File: config.mk
export PLATFORM = sky130hd
export DESIGN_NAME = hrtm_front
export DESIGN_NICKNAME = d
export VERILOG_FILES = /design/src/design/hrtm_pkg.sv /design/src/design/hrtm_front.sv
export SDC_FILE = /design/constraint.sdc
export NUM_CORES = 1
export LEC_CHECK = 0
export ABC_AREA = 1
export BUFFER_PORTS_ARGS = -buffer_cell sky130_fd_sc_hd__clkbuf_2
export CAP_MARGIN = 10
export CORE_ASPECT_RATIO = 0.8
export CORE_MARGIN = 2
export CORE_UTILIZATION = 49
export CTS_BUF_LIST = sky130_fd_sc_hd__clkbuf_8
export DETAILED_ROUTE_END_ITERATION = 8
export MAX_ROUTING_LAYER = met4
export PLACE_DENSITY = 0.76
export SLEW_MARGIN = 10
export SYNTH_ARGS = -nofsm -noshare
export SYNTH_HDL_FRONTEND = slang
export SYNTH_SLANG_ARGS = --single-unit
File: constraint.sdc
create_clock -name aclk -period 12.88 [get_ports aclk]
set_clock_uncertainty 0.1 [all_clocks]
set_input_delay 1.288 -clock aclk [delete_from_list [all_inputs] [get_ports aclk]]
set_output_delay 1.288 -clock aclk [all_outputs]
set_load 0.03 [all_outputs]
File: src/design/hrtm_pkg.sv
// Shared constants, payload types and helper functions of the Hamming ratio-test matcher.
`timescale 1ns / 1ps

package hrtm_pkg;

    // Store geometry.
    localparam int MAX_REFERENCES   = 1024;
    localparam int DESCRIPTOR_WORDS = 4;
    localparam int INPUT_WORDS      = 4;
    localparam int WORD_W           = 64;
    localparam int DESC_W           = WORD_W * DESCRIPTOR_WORDS;

    // Internal widths.
    localparam int IDX_W  = $clog2(MAX_REFERENCES);
    localparam int CNT_W  = $clog2(MAX_REFERENCES + 1);
    localparam int DIST_W = $clog2(DESC_W + 2);
    localparam int PC_W   = $clog2(WORD_W + 1);

    // Port field widths.
    localparam int OP_W         = 2;
    localparam int STATUS_W     = 2;
    localparam int BEST_INDEX_W = 10;
    localparam int DISTANCE_W   = 9;

    localparam logic [DIST_W-1:0] NO_DISTANCE = DIST_W'(DESC_W + 1);

    // Operation codes.
    localparam logic [OP_W-1:0] OP_CLEAR = 2'd0;
    localparam logic [OP_W-1:0] OP_LOAD  = 2'd1;
    localparam logic [OP_W-1:0] OP_QUERY = 2'd2;

    // Match status codes.
    localparam logic [STATUS_W-1:0] STATUS_ACCEPT     = 2'd0;
    localparam logic [STATUS_W-1:0] STATUS_RATIO_FAIL = 2'd1;
    localparam logic [STATUS_W-1:0] STATUS_TOO_FEW    = 2'd2;

    typedef struct packed {
        logic [OP_W-1:0]   operation;
        logic [WORD_W-1:0] desc_word0;
        logic [WORD_W-1:0] desc_word1;
        logic [WORD_W-1:0] desc_word2;
        logic [WORD_W-1:0] desc_word3;
    } hrtm_in_t;

    typedef struct packed {
        logic [STATUS_W-1:0]     match_status;
        logic [BEST_INDEX_W-1:0] best_index;
        logic [DISTANCE_W-1:0]   best_distance;
        logic [DISTANCE_W-1:0]   second_distance;
    } hrtm_out_t;

    // One queued command: operation plus the descriptor laid out as stored.
    typedef struct packed {
        logic [OP_W-1:0]   operation;
        logic [DESC_W-1:0] desc;
    } hrtm_cmd_t;

    // Lays the input words out as one stored descriptor; missing words are zero.
    function automatic logic [DESC_W-1:0] gather_desc(input hrtm_in_t item);
        logic [INPUT_WORDS-1:0][WORD_W-1:0] words;
        logic [DESC_W-1:0]                  desc;
        words = {item.desc_word3, item.desc_word2, item.desc_word1, item.desc_word0};
        desc  = '0;
        for (int w = 0; w < DESCRIPTOR_WORDS; w++) begin
            if (w < INPUT_WORDS) begin
                desc[w*WORD_W +: WORD_W] = words[w % INPUT_WORDS];
            end
        end
        return desc;
    endfunction

    // Bit count of one 64-bit word as a tree of narrow adds.
    function automatic logic [PC_W-1:0] popcount64(input logic [WORD_W-1:0] value);
        logic [WORD_W-1:0] x;
        x = value - ((value >> 1) & 64'h5555_5555_5555_5555);
        x = (x & 64'h3333_3333_3333_3333) + ((x >> 2) & 64'h3333_3333_3333_3333);
        x = (x + (x >> 4)) & 64'h0F0F_0F0F_0F0F_0F0F;
        x = x + (x >> 8);
        x = x + (x >> 16);
        x = x + (x >> 32);
        return x[PC_W-1:0];
    endfunction

endpackage

File: src/design/hrtm_front.sv
// Front end: accepts input words, drops unused operation codes and queues commands.
`timescale 1ns / 1ps

module hrtm_front
    import hrtm_pkg::*;
(
    input  logic      aclk,
    input  logic      aresetn,
    input  logic      s_valid,
    output logic      s_ready,
    input  hrtm_in_t  s_data,
    output logic      cmd_valid,
    input  logic      cmd_ready,
    output hrtm_cmd_t cmd
);

    hrtm_cmd_t   queue_reg [2];
    logic        wr_ptr_reg, wr_ptr_next;
    logic        rd_ptr_reg, rd_ptr_next;
    logic [1:0]  fill_reg, fill_next;
    logic        known_op;
    logic        push;
    logic        pop;
    hrtm_cmd_t   new_cmd;

    always_comb begin
        known_op = (s_data.operation inside {OP_CLEAR, OP_LOAD, OP_QUERY});
        s_ready  = (fill_reg != 2'd2);
        push     = s_valid && s_ready && known_op;
        cmd_valid = (fill_reg != 2'd0);
        pop      = cmd_valid && cmd_ready;
        cmd      = queue_reg[rd_ptr_reg];

        new_cmd.operation = s_data.operation;
        new_cmd.desc      = gather_desc(s_data);

        wr_ptr_next = push ? ~wr_ptr_reg : wr_ptr_reg;
        rd_ptr_next = pop  ? ~rd_ptr_reg : rd_ptr_reg;
        fill_next   = fill_reg + {1'b0, push} - {1'b0, pop};
    end

    always_ff @(posedge aclk) begin
        if (!aresetn) begin
            wr_ptr_reg <= 1'b0;
            rd_ptr_reg <= 1'b0;
            fill_reg   <= 2'd0;
        end else begin
            wr_ptr_reg <= wr_ptr_next;
            rd_ptr_reg <= rd_ptr_next;
            fill_reg   <= fill_next;
        end
    end

    always_ff @(posedge aclk) begin
        if (push) begin
            queue_reg[wr_ptr_reg] <= new_cmd;
        end
    end

endmodule

==> impl_results.md, run 1 <==
* Clock-pin slew on the worst setup and hold paths at roughly 0.050 ns
* Kind of start point of the critical path: flop
* Maximum number of pins on one net before global-route repair at between 100 and 150
* Worst path arrival time at between 3 and 4 ns
* Number of levels in the clock H-tree at 3
* CTS resizes at 0
* Final standard cell count with taps included and fillers excluded at 2021
* Distinct cells, synth at 15
* Global-route total usage across every layer at 20.1%
* Required time of the critical path at 11.49 ns
* Input/output buffers at approximately 520
* Number of antenna violations at the first check in global routing at 3
* Horizontal extent of the die at roughly 230 um
* Hold Path Stages at 2
* Hold/Removal Path Class: reg -> reg
* Ratio of total power to cell area at between 150 and 200 nW/um^2
* Source of the worst register-to-register timing path: fill_reg[0]
* Worst Reg2Reg Path Length in Cells at 6
* Cell with the most instances after synthesis: sky130_fd_sc_hd__edfxtp_1
* Inst Count DP at 1878
* Total gr overflow at 0
* R2R Path End: queue_reg[1][116]
* Worst-Skew Late Latency at roughly 0.60 ns
* Max rail drop VDD at 0.144 mV
* Fill cells at around 2900
* Count of boundary I/O pins at roughly 520
* Clock sink count at roughly 520
* Synth async-reset ratio at 0%
* Drt first pass iters at 4
* Number of global-route vias before repair at approximately 11000
* Result of the run: finished clean
* Primary FF master, synth: sky130_fd_sc_hd__edfxtp_1
* Final-report max-slew violation count at 0
* Leakage power summed over all cells at a little under 10 nW
* Worst-path fanout max at 57
* Synthesized area per cell at 23.5 sq um
* Count of flip-flops with a built-in enable after synthesis at around 520
* Area growth from synthesis to layout at 22.9%
* Final worst path period share at 39.4%
* Startpoint of the tightest hold check path: rd_ptr_reg
* Post-DRT Antenna Nets at 0
* Number of buffers between clock root and the deepest sink at 3
* Synth warnings at 0
* Worst-path cell with the longest stage delay: sky130_fd_sc_hd__buf_4
* Synth top cells by count: sky130_fd_sc_hd__edfxtp_1, sky130_fd_sc_hd__mux2_4, sky130_fd_sc_hd__mux2_2, sky130_fd_sc_hd__buf_6, sky130_fd_sc_hd__nand2_1
* Cell-by-cell listing of the critical path: buf_4 > buf_4 > mux2_2 > clkbuf_2
* Met1 usage at 22.6%
* Synth Net Count at roughly 1100
* Portion of the post-synthesis area used by sequential elements at just under 80%
* Critical path capture point type: primary output
* Vertical die dimension at 183 um
* Area leader, netlist: sky130_fd_sc_hd__edfxtp_1
* Fmax at 197 MHz
* Number of rows created at floorplan at between 60 and 70
* Number of CTS-inserted buffers at 80
* Area of the core region at approximately 40000 sq um
* Die area at approximately 42000 sq um
* PnR Total Power at 4.75 mW
* Worst reg2reg setup slack at around 9 ns
* Routed wirelength normalized by instance count at 20.7 um
* Number of vias after detailed routing at roughly 10000
* CTS tree: done
* Initial DRC count at between 600 and 700
* Total detailed-routing wirelength at around 42000 um
* Cell at the root of the clock tree: sky130_fd_sc_hd__clkbuf_8
* Final layout net count at ~1700
* Seq cells post-synth at between 500 and 600
* Final setup viols at 0
* Path type of the worst setup path: reg -> out
* Number of hold buffers added after CTS at 0
* Max capacitance violation total at 0
* Number of flip-flops in the largest register at 516
* Most utilized layer in the global route result: met2
* Most numerous cell on the critical path: sky130_fd_sc_hd__buf_4
* Postcts setup bufs at 0
* Mapped Cells at 840
* Sum Neg Setup Slack at 0 ns
* Synthesized area at approximately 20000 sq um
* Delay of the slowest cell on the worst path at a little over 0.9 ns
* Ranking of synthesized cells by area: sky130_fd_sc_hd__edfxtp_1, sky130_fd_sc_hd__mux2_4, sky130_fd_sc_hd__mux2_2
* Dpl hpwl at 29100 um
* Slew at the pin closest to its max-slew limit at 1.09 ns
* Share of final-layout standard cells stronger than drive strength 1 at about three fifths
* Top-area cell type share of the netlist area at roughly 80%
* Met3 demand-to-capacity share in global routing at under 10%
* Met2 layer usage reported by global route at about a third
* Number of vias per cell at 4.96
* Setup repair after global routing missed its margin: false
* Rel. slew slack at between 20% and 30%
* Detailed-route DRC error count at 0
* Final weighted congestion of routability-driven global placement at between 0.8 and 0.9
* Starting density of the core at between 40% and 50%
* Clock period minus worst slack at around 5.1 ns
* Wire length of the first global-routing pass at 60600 um
* Hold Fails Final Rpt at 0
## report_power, final
part           total, mW  internal [mW]  switching, mW
registers           2.14           2.08         0.0618
clock network       1.23          0.632          0.602
logic               1.37          0.512          0.862
total               4.75           3.23           1.53
## through the flow
stage               util (%)  setup slack, ns  hold slack (ns)  cell area, sq um
floorplan                  -             3.99            0.347             19700
global placement        57.6             7.84            0.348             22800
detailed placement      57.6             7.75            0.366             22800
CTS                     61.3             7.74            0.377             24200
global route            61.3             7.58            0.419             24200
finish                  61.3             7.80            0.370             24200
## kinds of logic (layout without fill, tap and decap cells)
logic type	after synthesis	in the layout	share of synthesized area, %
flops	521	521	79.1
mux	258	258	18.6
buf+inv	37	679	1.75
simple gates	17	17	0.336
compound gates	5	5	0.127
fa+ha+maj	1	1	0.0635
xor+xnor	1	1	0.0444
other cells	0	3	0
## layout by cell type, fill, tap and decap left out
cell,count
sky130_fd_sc_hd__nor2_1,4
sky130_fd_sc_hd__buf_12,1
sky130_fd_sc_hd__bufinv_16,2
sky130_fd_sc_hd__clkinv_8,1
sky130_fd_sc_hd__dfxtp_4,1
sky130_fd_sc_hd__nand2_1,9
sky130_fd_sc_hd__a21oi_1,3
sky130_fd_sc_hd__clkinv_1,16
sky130_fd_sc_hd__buf_4,9
sky130_fd_sc_hd__xor2_1,1
sky130_fd_sc_hd__edfxtp_1,516
sky130_fd_sc_hd__o21ai_0,2
sky130_fd_sc_hd__mux2_4,201
sky130_fd_sc_hd__mux2_2,57
sky130_fd_sc_hd__inv_1,41
sky130_fd_sc_hd__ha_1,1
sky130_fd_sc_hd__clkbuf_8,82
sky130_fd_sc_hd__nand3_1,2
sky130_fd_sc_hd__nor2_4,2
sky130_fd_sc_hd__clkinv_2,3
sky130_fd_sc_hd__diode_2,3
sky130_fd_sc_hd__inv_8,1
sky130_fd_sc_hd__inv_6,2
sky130_fd_sc_hd__dfxtp_1,4
sky130_fd_sc_hd__clkbuf_2,521
## critical path, delay by kind of cell (launching register included)
family	cells	cell delay, ns
DFF	1	0.71
muxes	1	0.43
buffers and inverters	3	1.85
## routing by layer
metal	vias to the layer above	wire length, um
li1	4516	-
met3	94	3600
met5	-	0
met1	4961	16100
met4	0	1590
met2	451	20600
## worst max path at each step
stage | endpoint | slack (ns) | cells after the start
after floorplan | queue_reg[1][0] | 3.99 | 3
after global placement | queue_reg[1][39] | 7.84 | 6
after detailed placement | queue_reg[1][87] | 7.75 | 6
after CTS | cmd[9] | 7.74 | 4
after global routing | cmd[237] | 7.58 | 4
final | cmd[237] | 7.80 | 4
## final cells by class
| type | instances | area (sq um) | area share [%] |
|---|---|---|---|
| Antenna cell | 3 | 7.51 | 0.0310 |
| Clock buffer | 82 | 1130 | 4.66 |
| Clock inverter | 58 | 304 | 1.26 |
| Inverter | 8 | 30.0 | 0.124 |
| Multi-Input combinational cell | 282 | 3790 | 15.6 |
| Sequential cell | 521 | 15600 | 64.4 |
| Tap cell | 536 | 671 | 2.77 |
| Timing Repair Buffer | 531 | 2700 | 11.1 |
Note: power is estimated with default switching activity, not from simulation.
==> inputs of run 2 (changes only) <==
--- a/config.mk
+++ b/config.mk
@@ -5,7 +5,7 @@
 export SDC_FILE = /design/constraint.sdc
 export NUM_CORES = 1
 export LEC_CHECK = 0
-export ABC_AREA = 1
+export ABC_AREA = 0
 export BUFFER_PORTS_ARGS = -buffer_cell sky130_fd_sc_hd__clkbuf_2
 export CAP_MARGIN = 10
 export CORE_ASPECT_RATIO = 0.8
==> constraint.sdc (replaced) <==
create_clock -name aclk -period 4.2 [get_ports aclk]
set_clock_uncertainty 0.1 [all_clocks]
set_input_delay 0.42 -clock aclk [delete_from_list [all_inputs] [get_ports aclk]]
set_output_delay 0.42 -clock aclk [all_outputs]
set_load 0.03 [all_outputs]
==> run 2 against run 1 <==
Worst setup slack got worse by 6.6 ns. Highest routed layer unchanged. Sequential cell count is the same. Sequential share of layout area decreased by 7.0 points. First-iteration DRC count grew 18%. Clock-buffer cell count rose by 3. Routed wire length rose by 17%. Final area rose by 12%. Critical endpoint is now cmd[24]. Critical path depth is 1 lower. Die area rose by 0.45%. Synthesized cell count is 0.71% lower. Worst hold slack got worse by 0.16 ns.
==> impl_results.md, run 2 <==
* Final layout net count at 1954
* Number of antenna violations at the first check in global routing at 9
* Worst Reg2Reg Path Length in Cells at 3
* Setup repair after global routing missed its margin: false
* Mapped Cells at 834
* Count of boundary I/O pins at approximately 520
* Wire length of the first global-routing pass at 72200 um
* Kind of start point of the critical path: flop
* Hold/Removal Path Class: in -> reg
* Synthesized area at 19800 sq um
* Area growth from synthesis to layout at 37.2%
* Synthesized area per cell at between 20 and 25 sq um
* Post-DRT Antenna Nets at 0
* CTS tree: done
* Number of CTS-inserted buffers at 81
* Vertical die dimension at 184 um
* Leakage power summed over all cells at 10.9 nW
* Clock-pin slew on the worst setup and hold paths at around 0.07 ns
* Routed wirelength normalized by instance count at between 20 and 25 um
* Cell at the root of the clock tree: sky130_fd_sc_hd__clkbuf_8
* Slew at the pin closest to its max-slew limit at between 0.7 and 0.8 ns
* Global-route total usage across every layer at between 20% and 30%
* Required time of the critical path at about 3.7 ns
* Worst-path cell with the longest stage delay: sky130_fd_sc_hd__dfxtp_4
* Area of the core region at ~40000 sq um
* Final worst path period share at about 71%
* Synth top cells by count: sky130_fd_sc_hd__edfxtp_1, sky130_fd_sc_hd__mux2_4, sky130_fd_sc_hd__mux2_2, sky130_fd_sc_hd__buf_6, sky130_fd_sc_hd__dfxtp_1
* R2R Path End: queue_reg[1][180]
* Total detailed-routing wirelength at about 50000 um
* Seq cells post-synth at 521
* Final-report max-slew violation count at 0
* Number of flip-flops in the largest register at about 520
* PnR Total Power at 14.4 mW
* Primary FF master, synth: sky130_fd_sc_hd__edfxtp_1
* Number of buffers between clock root and the deepest sink at 3
* Die area at ~42000 sq um
* Dpl hpwl at just under 30000 um
* Commonest cells after routing, fill and taps aside: sky130_fd_sc_hd__clkbuf_2, sky130_fd_sc_hd__edfxtp_1, sky130_fd_sc_hd__dlygate4sd3_1
* Startpoint of the tightest hold check path: cmd_ready
* Starting density of the core at 50.0%
* Critical path capture point type: primary output
* Cell with the most instances after synthesis: sky130_fd_sc_hd__edfxtp_1
* Smallest setup slack after layout at between 1 and 1.5 ns
* Portion of the post-synthesis area used by sequential elements at roughly 80%
* Synth warnings at 0
* Worst-path fanout max at 38
* Rel. slew slack at around half
* Synth async-reset ratio at 0%
* Worst path arrival time at between 2 and 2.5 ns
* Number of levels in the clock H-tree at 3
* Result of the run: finished clean
* Number of vias after detailed routing at 11378
* Most common cell after layout, fill and taps aside: sky130_fd_sc_hd__clkbuf_2
* Max rail drop VDD at roughly 0.42 mV
* Horizontal extent of the die at roughly 230 um
* Ratio of total power to cell area at approximately 530 nW/um^2
* Setup slack after placement at roughly 1.8 ns
* Source of the worst register-to-register timing path: fill_reg[0]
* Worst reg2reg setup slack at between 1.5 and 2 ns
* Cell-by-cell listing of the critical path: buf_4 > mux2_2 > clkbuf_2
* Detailed-route DRC error count at 0
* Share of final-layout standard cells stronger than drive strength 1 at between 50% and 60%
* Number of rows created at floorplan at 65
* Path type of the worst setup path: reg -> out
* Max capacitance violation total at 0
* Fmax at 336 MHz
* Ranking of synthesized cells by area: sky130_fd_sc_hd__edfxtp_1, sky130_fd_sc_hd__mux2_4, sky130_fd_sc_hd__mux2_2
* Final weighted congestion of routability-driven global placement at a little over 0.8
* Hold Fails Final Rpt at 0
* Worst-Skew Late Latency at around 0.60 ns
* Clock period minus worst slack at between 2 and 3 ns
* Count of flip-flops with a built-in enable after synthesis at 516
* Synth Net Count at between 1000 and 1500
* Postcts setup bufs at 0
* Area leader, netlist: sky130_fd_sc_hd__edfxtp_1
* Maximum number of pins on one net before global-route repair at 120
* Initial DRC count at 721
* Final setup viols at 0
* Total gr overflow at 0
* Top-area cell type share of the netlist area at between 70% and 80%
* Hold Path Stages at 4
* Delay of the slowest cell on the worst path at 0.85 ns
* Distinct cells, synth at 22
* Drt first pass iters at 5
* Number of global-route vias before repair at ~12000
* Number of vias per cell at between 4 and 5
* Input/output buffers at approximately 520
* Clock sink count at 521
run 2: changes by cell type after synthesis, moves of 4 or more:
cell	before	now
sky130_fd_sc_hd__nor2_1	6	2
sky130_fd_sc_hd__mux2_2	57	38
sky130_fd_sc_hd__and2_1	0	4
sky130_fd_sc_hd__nand2_1	9	4
sky130_fd_sc_hd__inv_1	8	0
sky130_fd_sc_hd__mux2_4	201	220
run 2: layer usage:
metal / wire (um) / vias up / GRT usage (%)
li1: - / 5078 / -
met1: 18000 / 5651 / 25.9
met3: 3860 / 96 / 6.99
met5: 0 / - / -
met4: 1250 / 0 / 8.65
met2: 26100 / 553 / 41.2
run 2: worst max-delay path by stage:
| stage | start | endpoint |
|---|---|---|
| after global placement | s_data[256] | queue_reg[1][158] |
| after CTS | flop | cmd[9] |
| final | flop | cmd[24] |
| after detailed placement | s_data[256] | queue_reg[1][75] |
| after floorplan | s_valid | queue_reg[0][0] |
| after global routing | flop | cmd[24] |
run 2: critical path, delay by kind of cell (launching register included):
kind	cells	cell delay, ns
buffers and inverters	2	0.59
DFF	1	0.85
muxes	1	0.39
run 2: area by class of cell:
cell class              instances  area, sq um
flip-flops and latches        521        15600
fillers                      2425        12400
repair buffers                803         5510
multi-input cells             284         3930
clock buffers                  85         1170
well taps                     536          671
clock inverters                59          268
diodes                         10         25.0
run 2: kinds of logic (layout without fill, tap and decap cells):
group / Yosys count / in the layout / synth area share (%)
other: 0 / 10 / 0
AO/OA/AOI/OAI: 5 / 5 / 0.171
flip-flops: 521 / 521 / 78.8
XOR/XNOR: 2 / 2 / 0.0885
AND/OR/NAND/NOR: 17 / 17 / 0.480
buffers and inverters: 29 / 947 / 1.55
multiplexers: 259 / 259 / 18.9
adder cells (fa/ha/maj): 1 / 1 / 0.0632
run 2: through the flow:
step | std cells | hold WS (ns) | utilization, % | cell area [sq um] | TNS [ns]
after floorplan | 834 | 0.419 | - | 19800 | -260.58
after detailed placement | 1885 | 0.473 | 58.4 | 23100 | 0
after global placement | 1885 | 0.464 | 58.4 | 23100 | 0
final | 2298 | 0.208 | 68.6 | 27200 | 0
after CTS | 2288 | 0.135 | 68.5 | 27100 | 0
after global routing | 2297 | 0.182 | 68.6 | 27200 | 0
run 2: power breakdown:
group / total (mW) / internal [mW] / switching, mW / leakage [nW]
Clock: 3.82 / 1.89 / 1.94 / 0.862
Sequential: 6.45 / 6.26 / 0.191 / 4.82
Combinational: 4.10 / 1.65 / 2.45 / 5.17
run 2: what timing repair did:
item,in CTS,in global routing
endpoints found under the setup margin,0,0
resized for setup,0,0
hold buffers,259,0
endpoints found under the hold margin,521,0
